--- src/sv/tccw_pkg.sv ---
`default_nettype none
package tccw_pkg;

	localparam int COLUMNS       = 80;
	localparam int ROWS          = 25;
	localparam int CELL_COUNT    = ROWS * COLUMNS;
	localparam int MOVE_COUNT    = CELL_COUNT - COLUMNS;
	localparam int LAST_ROW_BASE = (ROWS - 1) * COLUMNS;
	localparam int ADDR_W        = $clog2(CELL_COUNT);
	localparam int COL_W         = $clog2(COLUMNS);
	localparam int ROW_W         = $clog2(ROWS);
	localparam int CELL_W        = 16;

	localparam int IDX_W = 11;
	localparam int POS_W = 11;

	localparam int QUEUE_DEPTH = 2;
	localparam int QPTR_W      = $clog2(QUEUE_DEPTH);

	localparam int PADDR_W = 3;
	localparam int PDATA_W = 32;

	localparam logic REG_TEXT_ATTR = 1'b0;

	localparam logic [7:0] CH_NEWLINE   = 8'd10;
	localparam logic [7:0] CH_BACKSPACE = 8'd8;
	localparam logic [7:0] CH_SPACE     = 8'h20;
	localparam logic [7:0] DEFAULT_ATTR = 8'h07;

	localparam logic OP_PUT  = 1'b0;
	localparam logic OP_READ = 1'b1;

	typedef struct packed {
		logic             operation;
		logic [7:0]       char_code;
		logic [IDX_W-1:0] cell_index;
	} in_beat_t;

	typedef struct packed {
		logic [POS_W-1:0] cursor_pos;
		logic [7:0]       cell_char;
		logic [7:0]       cell_attr;
		logic             scrolled;
	} out_beat_t;

	typedef enum logic [1:0] {
		CMD_READ,
		CMD_PRINT,
		CMD_NEWLINE,
		CMD_BACKSPACE
	} cmd_kind_t;

	typedef struct packed {
		cmd_kind_t         kind;
		logic [7:0]        ch;
		logic [ADDR_W-1:0] addr;
		logic              in_range;
	} cmd_t;

	typedef struct packed {
		logic push;
		cmd_t cmd;
	} q_wr_t;

	typedef struct packed {
		logic avail;
		cmd_t cmd;
	} q_rd_t;

	typedef enum logic [2:0] {
		ST_INIT,
		ST_IDLE,
		ST_READ,
		ST_COPY,
		ST_FILL
	} state_t;

endpackage
`default_nettype wire

--- src/sv/tccw_front.sv ---
`default_nettype none
module tccw_front (
	input  wire logic               clk,
	input  wire logic               arst_n,
	input  wire logic               in_valid,
	output logic                    in_stall,
	input  wire tccw_pkg::in_beat_t in_data,
	input  wire logic               init_busy,
	input  wire logic               q_full,
	output tccw_pkg::q_wr_t         q_wr
);
	import tccw_pkg::*;

	logic valid_s1;
	cmd_t cmd_s1;
	cmd_t cmd_new;
	logic accept;

	always_comb begin
		cmd_new.ch       = in_data.char_code;
		cmd_new.addr     = ADDR_W'(in_data.cell_index);
		cmd_new.in_range = 32'(in_data.cell_index) < 32'(CELL_COUNT);
		if (in_data.operation == OP_READ) begin
			cmd_new.kind = CMD_READ;
		end else if (in_data.char_code == CH_NEWLINE) begin
			cmd_new.kind = CMD_NEWLINE;
		end else if (in_data.char_code == CH_BACKSPACE) begin
			cmd_new.kind = CMD_BACKSPACE;
		end else begin
			cmd_new.kind = CMD_PRINT;
		end
	end

	assign in_stall = init_busy | (valid_s1 & q_full);
	assign accept   = in_valid & ~in_stall;
	assign q_wr.push = valid_s1 & ~q_full;
	assign q_wr.cmd  = cmd_s1;

	always_ff @(posedge clk or negedge arst_n) begin
		if (!arst_n) begin
			valid_s1 <= 1'b0;
		end else if (accept) begin
			valid_s1 <= 1'b1;
		end else if (q_wr.push) begin
			valid_s1 <= 1'b0;
		end
	end

	always_ff @(posedge clk) begin
		if (accept) begin
			cmd_s1 <= cmd_new;
		end
	end

endmodule
`default_nettype wire

--- config.mk ---
export PLATFORM = sky130hd
export DESIGN_NAME = tccw_front
export DESIGN_NICKNAME = d
export VERILOG_FILES = /design/src/sv/tccw_pkg.sv /design/src/sv/tccw_front.sv
export SDC_FILE = /design/constraint.sdc
export NUM_CORES = 1
export LEC_CHECK = 0
export BUFFER_PORTS_ARGS = -buffer_cell sky130_fd_sc_hd__buf_2
export CORE_MARGIN = 10
export CORE_UTILIZATION = 40
export DETAILED_ROUTE_END_ITERATION = 12
export HOLD_SLACK_MARGIN = 0.03
export PLACE_DENSITY = 0.82
export SYNTH_ARGS = -nofsm -noshare
export SYNTH_HDL_FRONTEND = slang
export SYNTH_SLANG_ARGS = --single-unit
--- constraint.sdc ---
create_clock -name clk -period 2.7 [get_ports clk]
set_clock_uncertainty 0.2 [all_clocks]
set_input_delay 0.135 -clock clk [delete_from_list [all_inputs] [get_ports clk]]
set_output_delay 0.135 -clock clk [all_outputs]
set_load 0.005 [all_outputs]
==> out/results.ini <==
[synthesis]
synth_cells=35
yosys_warnings=0
synth_area_leaders=edfxtp_1 (86%), dfrtp_1 (3.3%), nand2b_1 (1.6%)
syn_avg_cell_area_um2=21.9
yosysUniqueCellTypes=12
syn_area_um2=767
yosysTopAreaCell=edfxtp_1
synth_top_area_share=0.861
synth_nets=60
ys_seq_elements=23
synth_seq_area_share=0.894

[worst_setup_path]
r2r_end=valid_s1
ff2ff_path_depth=3
crit_fanout=2
cp.arrival_ns=2.03
critPathLaunchType=input port
rr_startpoint=valid_s1
r2r_setup_slack_ns=1.29
crit_start=in_valid
required_ns=2.69
critical_path_class=input port to register
crit_path_end=valid_s1
endpoint_kind=register

[global_route]
grt_start_max_net_pins=23
busiest_layer=met2
grt_pass1_wl_um=3100
grt_usage=0.0943
grtUsageMet2=0.172
globalRouteMet3Util=0.0470
antenna_found_initial=0
grt.overflow.total=0
grt_pass1_vias=660
grtUsageMet1=0.0923

[cells_and_area]
stdcell_count=138
insertedDiodeCount=0
fill_cells=135
fin_nets=139
area_delta_synth_final_pct=72.9
drive_gt1_frac=0.478

[floorplanning]
coreArea_um2=1760
io_pins=49
die_w_um=63.8
initial_utilization=0.435
die_h_um=63.8
die_area_um2=4070
row_count=15

[clock_network]
clk_pin_slew_ns=0.11
ctsResizeCount=0
htreeDepth=1
cts_hold_buf=25
cts_buffers=3
clock-root-buffer=clkbuf_4
cts_setup_buffers=0
clkLatencyLatePin_ns=0.29
cts_sinks=23
clock_path_buffers=2
cts_tree=yes

[placement]
port-buffer-count=48
pre_cts_ws_ns=1.39
gp_congestion=0.701
dp.cells=109

[timing]
drv_slew=0
period_share=0.756
post-route-min-period_ns=2.04
rsz0062_at_grt=false
slew_headroom=0.820
fin_setup_tns_ns=0
worst_slew_pin_slew_ns=0.270
setup_ws_ns=0.658
setup_viol=0
fmax_mhz=490
hold_viol=0

[route]
drt_first_iter_violations=13
post_drt_wl_per_cell_um=14.4
vias=597
wl_um=1980
detail-route-antenna-nets=0
dr.pass1.iters=2
drc=0
viasPerCell=4.33

[status]
status=completed

[power_and_ir_drop]
powerDensity_nw_per_um2=483
ir_drop_mv=0.354
p_leak_nw=0.563
finalPower_mw=0.641

[job]
maxCapViolCount=0

[worst_hold_path]
hp-class=input port to register

==> report_power, final <==
part	internal (mW)	total, mW	leakage [nW]	switching (mW)
clock	0.0574	0.147	0.0150	0.0898
combinational	0.0505	0.0820	0.331	0.0315
sequential	0.408	0.412	0.217	0.00379
total	0.516	0.641	0.563	0.125
==> layer usage <==
metal,wire length (µm),share of wire,vias up
li1,-,-,297
met1,791,0.40,269
met2,980,0.49,31
met3,210,0.11,0
met4,0,0,0
met5,0,0,-
==> area by class of cell <==
cell class	instances	area, µm²	share of cell area
sequential	23	686	0.517
timing repair buffer	74	498	0.375
multi-input combinational	12	85.1	0.0642
tap	25	31.3	0.0236
clock buffer	4	26.3	0.0198
==> registers in the layout (all words and copies together) (netlist names) <==
| name | count |
|---|---|
| q_wr | 22 |
| valid_s1 | 1 |
==> how the worst min path moves through the flow <==
stage               endpoint    from  depth (start not counted)  slack [ns]
finish               q_wr[2]  q_full                          3        0.20
global route         q_wr[1]  q_full                          3        0.20
CTS                  q_wr[8]  q_full                          3        0.19
detailed placement  valid_s1  arst_n                          1       -0.29
global placement    valid_s1  arst_n                          1       -0.29
floorplan           valid_s1  arst_n                          0       -0.36
==> cell families (layout without fill, tap and decap cells) <==
family / Yosys count / in the layout / synth area share
buffers and inverters: 0 / 78 / 0
AO/OA/AOI/OAI: 3 / 3 / 0.0294
AND/OR/NAND/NOR: 9 / 9 / 0.0767
flip-flops: 23 / 23 / 0.894
==> through the flow <==
stage                     hold slack [ns]  instance area, µm²  utilization
after floorplan                    -0.361                 767            -
after global placement             -0.288                1050        0.595
after detailed placement           -0.289                1050        0.595
after CTS                           0.192                1330        0.752
after global routing                0.200                1330        0.752
final                               0.200                1330        0.752
==> cells in the final DEF (no fill, tap or decap), drive strengths merged <==
cell,netlist,layout
clkbuf,0,4
nand2,2,2
buf,0,49
dfrtp,1,1
nor2,1,1
edfxtp,22,22
and4b,1,1
nor2b,1,1
nor4,1,1
a41oi,1,1
a21oi,1,1
dlygate4sd3,0,25
and3,1,1
nand2b,2,2
o2111ai,1,1
==> critical path: stages <==
cell	delay [ns]
dlygate4sd3_1	0.53
buf_2	0.12
nand2b_1	0.09
dlygate4sd3_1	0.55
nand2_1	0.05
dlygate4sd3_1	0.56
==> cells in the mapped netlist <==
cell type	n
nand2_1	2
nor2_1	1
nor4_2	1
edfxtp_1	22
and3_1	1
nand2b_1	2
and4b_1	1
nor2b_1	1
dfrtp_1	1
a21oi_1	1
o2111ai_1	1
a41oi_1	1
Note: power is estimated with default switching activity, not from simulation.
