File: src/sv/tccw_pkg.sv
`default_nettype none
package tccw_pkg;

	localparam int COLUMNS       = 80;
	localparam int ROWS          = 25;
	localparam int CELL_COUNT    = ROWS * COLUMNS;
	localparam int MOVE_COUNT    = CELL_COUNT - COLUMNS;
	localparam int LAST_ROW_BASE = (ROWS - 1) * COLUMNS;
	localparam int ADDR_W        = $clog2(CELL_COUNT);
	localparam int COL_W         = $clog2(COLUMNS);
	localparam int ROW_W         = $clog2(ROWS);
	localparam int CELL_W        = 16;

	localparam int IDX_W = 11;
	localparam int POS_W = 11;

	localparam int QUEUE_DEPTH = 2;
	localparam int QPTR_W      = $clog2(QUEUE_DEPTH);

	localparam int PADDR_W = 3;
	localparam int PDATA_W = 32;

	localparam logic REG_TEXT_ATTR = 1'b0;

	localparam logic [7:0] CH_NEWLINE   = 8'd10;
	localparam logic [7:0] CH_BACKSPACE = 8'd8;
	localparam logic [7:0] CH_SPACE     = 8'h20;
	localparam logic [7:0] DEFAULT_ATTR = 8'h07;

	localparam logic OP_PUT  = 1'b0;
	localparam logic OP_READ = 1'b1;

	typedef struct packed {
		logic             operation;
		logic [7:0]       char_code;
		logic [IDX_W-1:0] cell_index;
	} in_beat_t;

	typedef struct packed {
		logic [POS_W-1:0] cursor_pos;
		logic [7:0]       cell_char;
		logic [7:0]       cell_attr;
		logic             scrolled;
	} out_beat_t;

	typedef enum logic [1:0] {
		CMD_READ,
		CMD_PRINT,
		CMD_NEWLINE,
		CMD_BACKSPACE
	} cmd_kind_t;

	typedef struct packed {
		cmd_kind_t         kind;
		logic [7:0]        ch;
		logic [ADDR_W-1:0] addr;
		logic              in_range;
	} cmd_t;

	typedef struct packed {
		logic push;
		cmd_t cmd;
	} q_wr_t;

	typedef struct packed {
		logic avail;
		cmd_t cmd;
	} q_rd_t;

	typedef enum logic [2:0] {
		ST_INIT,
		ST_IDLE,
		ST_READ,
		ST_COPY,
		ST_FILL
	} state_t;

endpackage
`default_nettype wire

File: src/sv/tccw_queue.sv
`default_nettype none
module tccw_queue (
	input  wire logic            clk,
	input  wire logic            arst_n,
	input  wire tccw_pkg::q_wr_t q_wr,
	output logic                 q_full,
	input  wire logic            q_pop,
	output tccw_pkg::q_rd_t      q_rd
);
	import tccw_pkg::*;

	localparam logic [QPTR_W:0] FULL_COUNT = (QPTR_W + 1)'(QUEUE_DEPTH);

	cmd_t              mem_q [QUEUE_DEPTH];
	logic [QPTR_W-1:0] wr_ptr_q;
	logic [QPTR_W-1:0] rd_ptr_q;
	logic [QPTR_W:0]   count_q;
	logic              do_push;
	logic              do_pop;

	assign q_full    = count_q == FULL_COUNT;
	assign q_rd.avail = count_q != '0;
	assign q_rd.cmd   = mem_q[rd_ptr_q];
	assign do_push   = q_wr.push & ~q_full;
	assign do_pop    = q_pop & q_rd.avail;

	always_ff @(posedge clk or negedge arst_n) begin
		if (!arst_n) begin
			wr_ptr_q <= '0;
			rd_ptr_q <= '0;
			count_q  <= '0;
		end else begin
			if (do_push) begin
				wr_ptr_q <= wr_ptr_q + 1'b1;
			end
			if (do_pop) begin
				rd_ptr_q <= rd_ptr_q + 1'b1;
			end
			if (do_push && !do_pop) begin
				count_q <= count_q + 1'b1;
			end else if (do_pop && !do_push) begin
				count_q <= count_q - 1'b1;
			end
		end
	end

	always_ff @(posedge clk) begin
		if (do_push) begin
			mem_q[wr_ptr_q] <= q_wr.cmd;
		end
	end

endmodule
`default_nettype wire

File: config.mk
export PLATFORM = sky130hd
export DESIGN_NAME = tccw_queue
export DESIGN_NICKNAME = d
export VERILOG_FILES = /design/src/sv/tccw_pkg.sv /design/src/sv/tccw_queue.sv
export SDC_FILE = /design/constraint.sdc
export NUM_CORES = 1
export LEC_CHECK = 0
export BUFFER_PORTS_ARGS = -buffer_cell sky130_fd_sc_hd__buf_2
export CAP_MARGIN = 20
export CORE_MARGIN = 10
export CORE_UTILIZATION = 48
export CTS_BUF_LIST = sky130_fd_sc_hd__clkbuf_4
export DETAILED_ROUTE_END_ITERATION = 10
export GPL_ROUTABILITY_DRIVEN = 0
export GPL_TIMING_DRIVEN = 0
export PLACE_DENSITY_LB_ADDON = 0.15
export SYNTH_ARGS = -nofsm -noshare
export SYNTH_HDL_FRONTEND = slang
export SYNTH_SLANG_ARGS = --single-unit
export TNS_END_PERCENT = 30
File: constraint.sdc
create_clock -name clk -period 1.85 [get_ports clk]
set_input_delay 0.185 -clock clk [delete_from_list [all_inputs] [get_ports clk]]
set_output_delay 0.185 -clock clk [all_outputs]
set_load 0.005 [all_outputs]
==> reports/metrics.yaml, run 1 <==
status: "completed"
cts_setup_buffers: 0
min_period_ns: 1.69
ys.flop_type: "edfxtp_1"
cts_root_buf: "clkbuf_4"
dieArea_um2: 6580
synth_commonest_cells: "edfxtp_1, mux2_2, dfrtp_1, xnor2_1"
arrival_ns: 1.50
utilization: 0.654
required_ns: 1.66
rsz0062_at_grt: "false"
power_density_nw_per_um2: 1300
vias: 1022
yosysMostFrequentCell: "edfxtp_1"
cts_htree_levels: 2
syn_inst: 87
hpwl_um: 2210
ios: 50
cts_buffers: 5
tightest_slew_ns: 0.642
clkSlewWorstSetupHoldPaths_ns: 0.12
path_class: "flop to output port"
path_cells: "buf_6, mux2_2, buf_2"
end_kind: "output port"
drc: 0
p_leak_nw: 0.930
synth_edf_count: 44
nFillCells: 301
drive_gt1_frac: 0.500
skew_ns: 0.00363
syn-num-nets: 114
cp_max_fo: 10
die_x_um: 81.1
finalNonFillerCells: 214
max_stage_delay_ns: 0.49
async_flop_share: 0.0833
yosysTopAreaCellShare: 0.737
initial_core_util: 0.493
ys_seq_area_frac: 0.793
num_rows: 22
synth_seq_cells: 48
grt_pass1_vias: 1037
final_nets: 192
viasPerCell: 4.78
grt_max_degree: 23
crit_family: "flip-flops"
maxCapViolations: 0
finalSetupViolations: 0
hold_class: "input pin to flop"
synth_cell_types: 14
antenna_left: 0
antenna_found_initial: 0
synth.area.top_cells: "edfxtp_1, mux2_2, dfrtp_1"
grt_pass1_wl_um: 4840
insertion_delay_ns: 0.35
gr-usage-all-layers: 0.0990
syn_area_per_cell_um2: 20.6
startpoint_type: "flop"
hold_viol: 0
syn2layout_area_growth_pct: 32.7
first_pass_iters: 4
peakVddDrop_v: 0.000897
drt_iter0_markers: 72
dp.cells: 184
wire_per_inst_um: 15.3
antenna_cells: 0
fin_crit_sh: 0.913
fmax_mhz: 592
clock_sinks: 48
yosys_warnings: 0
grt_overflow_total: 0
cts_tree: "yes"
core_um2: 3630
crit_slowest_cell: "dfrtp_1"
relSlewSlack: 0.571
die_y_um: 81.1
worst-path-buf-inv: 2
clk_path_buf_depth: 2
final_max_slew_viol_count: 0
wl_um: 3270
synth_area_um2: 1790
yosysTopAreaCell: "edfxtp_1"
portBuffers: 49
[sequential cells by signal, indices dropped and copies added (netlist names)]
register  count
wr_ptr_q      1
count_q       2
rd_ptr_q      1
mem_q        44
[path summary, 6_finish.rpt]
path | start | endpoint | slack (ns) | cells past startpoint
setup / recovery | rd_ptr_q$_DFFE_PN0P_ | q_rd[17] | 0.16 | 3
hold / removal | q_wr[18] | mem_q[0][18]$_DFFE_PP_ | 0.03 | 1
setup reg to reg | count_q[0]$_DFFE_PN0P_ | mem_q[0][7]$_DFFE_PP_ | 0.21 | 3
hold reg to reg | count_q[1]$_DFFE_PN0P_ | count_q[1]$_DFFE_PN0P_ | 0.53 | 1
max in group asynchronous | arst_n | count_q[0]$_DFFE_PN0P_ | 1.58 | 2
min in group asynchronous | arst_n | wr_ptr_q$_DFFE_PN0P_ | 0.16 | 2
[power by group]
part / switching (mW) / total (mW) / leakage [nW] / internal, mW
Clock: 0.299 / 0.439 / 0.0324 / 0.140
Combinational: 0.487 / 1.04 / 0.442 / 0.556
Sequential: 0.105 / 1.60 / 0.455 / 1.49
Total: 0.891 / 3.08 / 0.930 / 2.19
[layout make-up]
cell class	count	area, µm²	share of cell area
flip-flops and latches	48	1420	0.598
repair buffers	71	465	0.196
multi-input cells	35	349	0.147
well taps	48	60.1	0.0253
clock buffers	5	37.5	0.0158
plain buffers	2	22.5	0.00947
clock inverters	3	13.8	0.00579
inverters	2	7.51	0.00316
[kinds of logic after synthesis]
logic type                 share of synthesized area
xor gates and xnor gates                      0.0244
buffers and inverters                         0.0168
and+or+nand+nor                               0.0203
DFF                                            0.793
muxes                                          0.138
adders and majority gates                    0.00698
[cells in the final DEF (no fill, tap or decap)]
cell type / Yosys / final
xor2_1: 2 / 2
nand2b_1: 1 / 1
xnor2_1: 3 / 3
nand2_2: 1 / 1
clkinv_2: 0 / 2
clkbuf_4: 0 / 5
or2_1: 1 / 1
and3_2: 0 / 1
dlygate4sd3_1: 0 / 22
mux2_2: 22 / 22
dfrtp_1: 4 / 4
edfxtp_1: 44 / 44
buf_2: 0 / 49
buf_6: 2 / 2
nand2_1: 1 / 1
inv_1: 2 / 2
nor2_1: 2 / 1
ha_1: 1 / 1
clkinv_1: 0 / 1
nor2_4: 0 / 1
[what timing repair did]
action | CTS | global route
hold buffers | 4 | 18
hold endpoints to repair | 9 | 35
endpoints found under the setup margin | 44 | 0
resized for setup | 2 | 0
[routing by layer]
metal / routed length (µm) / GRT usage / vias up / part of all wire
met5: 0 / 0 / - / 0
met4: 42 / 0.0450 / 0 / 0.013
met3: 223 / 0.0563 / 5 / 0.068
met2: 1740 / 0.174 / 30 / 0.53
met1: 1260 / 0.0915 / 502 / 0.39
li1: - / - / 485 / -
[worst reg2reg max path, cell delays in order (launching register included)]
cell and delay, ns:
dfrtp_1 0.44, nand2b_1 0.17, nand2_1 0.14, nor2_4 0.53
[stage by stage]
step	hold WS, ns	area [µm²]	setup TNS (ns)	setup slack [ns]	power (mW)
4_1_cts	0.00209	2200	0	0.122	3.11
3_5_place_dp	-0.00532	2100	-3.71	-0.147	2.65
3_3_place_gp	-0.0100	2100	-1.68	-0.0768	2.61
2_1_floorplan	-0.111	1790	0	0.239	2.23
5_1_grt	0.000879	2380	0	0.0661	3.28
6_report	0.0273	2380	0	0.161	3.08
Power figures use the tool's default switching activity.
==> inputs of run 2 (changes only) <==
--- a/config.mk
+++ b/config.mk
@@ -13,7 +13,7 @@
 export DETAILED_ROUTE_END_ITERATION = 10
 export GPL_ROUTABILITY_DRIVEN = 0
 export GPL_TIMING_DRIVEN = 0
-export PLACE_DENSITY_LB_ADDON = 0.15
+export PLACE_DENSITY = 0.77
 export SYNTH_ARGS = -nofsm -noshare
 export SYNTH_HDL_FRONTEND = slang
 export SYNTH_SLANG_ARGS = --single-unit
==> run 2 against run 1 <==
Compared with the run above: critical endpoint is now q_rd[18]; global-route usage shrank 0.34 points; largest power group unchanged; sequential share of layout area is 0.80 points higher; largest cell class unchanged; final cell count shrank 2.8%; clock skew up 0.0031 ns; register-to-register slack improved by 0.02 ns; via count is 5.2% lower; count of clock-buffer cells in the layout up 1; routed wire length shrank 1.6%.
==> reports/metrics.yaml, run 2 (same netlist as run 1, synthesis figures left out) <==
top_register: "mem_q"
design_area_um2: 2350
seqPwrFrac: 0.495
finalNonFillerCells: 208
fin_crit_sh: 0.906
r2r_slack_ns: 0.23
cts_setup_buffers: 0
worst_hold_slack_ns: 0.0269
path_cells: "buf_6, mux2_2, buf_2"
gr-usage-all-layers: 0.0956
p_leak_nw: 0.918
cp_max_fo: 10
die_x_um: 81.1
first_pass_iters: 4
startpoint_type: "flop"
antenna_cells: 0
fmax_mhz: 597
crit_slowest_cell: "dfrtp_1"
clock_sinks: 48
final_max_slew_viol_count: 0
power_density_nw_per_um2: 1370
grt_pass1_wl_um: 4830
cts_root_buf: "clkbuf_4"
hpwl_um: 2250
tightest_slew_ns: 0.633
cts_tree: "yes"
switching_power_mw: 0.884
required_ns: 1.66
combPwrFrac: 0.321
rr_worst_depth: 3
drive_gt1_frac: 0.525
wire_per_inst_um: 15.5
r2r-start: "count_q[0]$_DFFE_PN0P_"
dp.cells: 184
clkSlewWorstSetupHoldPaths_ns: 0.13
max_stage_delay_ns: 0.48
utilization: 0.646
viasPerCell: 4.66
drc: 0
final_cell_mix: "buf_2, edfxtp_1, mux2_2"
grt_overflow_total: 0
syn2layout_area_growth_pct: 30.9
end_kind: "output port"
seq_area_um2: 1420
place_area_um2: 2100
path_class: "flop to output port"
r2r_end: "mem_q[0][12]$_DFFE_PP_"
die_y_um: 81.1
initial_core_util: 0.493
vias: 969
insertion_delay_ns: 0.34
min_to: "mem_q[1][15]$_DFFE_PP_"
nFillCells: 275
arrival_ns: 1.49
cts_buffers: 5
cts_htree_levels: 2
peakVddDrop_v: 0.00110
dieArea_um2: 6580
portBuffers: 49
p_int_mw: 2.34
hold_viol: 0
drt_iter0_markers: 59
wl_um: 3220
top_regs: "mem_q (44), count_q (2)"
clk_path_buf_depth: 2
rsz0062_at_grt: "false"
status: "completed"
core_um2: 3630
ios: 50
num_rows: 22
maxCapViolations: 0
skew_ns: 0.00669
multiInputGateArea_um2: 349
hp-start: "q_wr[15]"
relSlewSlack: 0.577
min_period_ns: 1.68
p_clk_frac: 0.184
grt_max_degree: 23
hold_class: "input pin to flop"
layout_commonest_cell: "buf_2"
grt_pass1_vias: 1085
min_path_cells: 1
largest_reg_flops: 44
final_nets: 186
antenna_found_initial: 0
switching_share: 0.274
finalSetupViolations: 0
antenna_left: 0
-- run 2: cell types whose count changed in the layout (fill, tap and decap cells not counted) --
cell / before / now
clkbuf_4: 5 / 6
clkinv_1: 1 / 0
dlygate4sd3_1: 22 / 16
bufinv_16: 0 / 1
clkinv_2: 2 / 1
-- run 2: per-layer routing --
layer  global-route usage  wire length (µm)
met4               0.0260                 8
met1                0.101              1310
met3               0.0596               353
met2                0.157              1540
met5                    0                 0
-- run 2: worst max-delay path by stage --
stage | start | endpoint | slack (ns) | cells past startpoint
2_1_floorplan | count_q[0]$_DFFE_PN0P_ | mem_q[0][0]$_DFFE_PP_ | 0.24 | 3
3_3_place_gp | count_q[0]$_DFFE_PN0P_ | mem_q[0][13]$_DFFE_PP_ | -0.05 | 3
3_5_place_dp | count_q[0]$_DFFE_PN0P_ | mem_q[0][19]$_DFFE_PP_ | -0.08 | 3
4_1_cts | rd_ptr_q$_DFFE_PN0P_ | q_rd[18] | 0.14 | 3
5_1_grt | rd_ptr_q$_DFFE_PN0P_ | q_rd[12] | 0.06 | 3
6_report | rd_ptr_q$_DFFE_PN0P_ | q_rd[18] | 0.17 | 3
-- run 2: metrics by stage --
| step | TNS (ns) | total power, mW | worst slack, ns |
|---|---|---|---|
| floorplan | 0 | 2.23 | 0.239 |
| detailed placement | -1.82 | 2.65 | -0.0836 |
| global route | 0 | 3.44 | 0.0641 |
| global placement | -1.19 | 2.61 | -0.0546 |
| finish | 0 | 3.22 | 0.175 |
| CTS | 0 | 3.25 | 0.136 |
-- run 2: timing repair --
item	4_1_cts	5_1_grt
hold endpoints to repair	4	27
setup endpoints to repair	26	0
resized for setup	2	0
hold buffers	1	15
-- run 2: area by class of cell --
class                           count  area share
Sequential cell                    48       0.606
Timing Repair Buffer               65       0.173
Multi-Input combinational cell     35       0.149
Tap cell                           48      0.0256
Clock buffer                        6      0.0192
Clock inverter                      2      0.0149
Buffer                              2     0.00960
Inverter                            2     0.00320
-- run 2: critical path: cells and delay by family (launching register included) --
| kind | cells | cell delay [ns] |
|---|---|---|
| flip-flops | 1 | 0.48 |
| multiplexers | 1 | 0.35 |
| buffers and inverters | 2 | 0.32 |
-- run 2: power groups by stage --
stage	registers (mW)	logic, mW	clock network (mW)
after floorplan	1.59	0.645	0
after global placement	1.61	0.998	0
after detailed placement	1.62	1.03	0
after CTS	1.60	1.04	0.610
after global routing	1.62	1.15	0.669
final	1.59	1.04	0.593
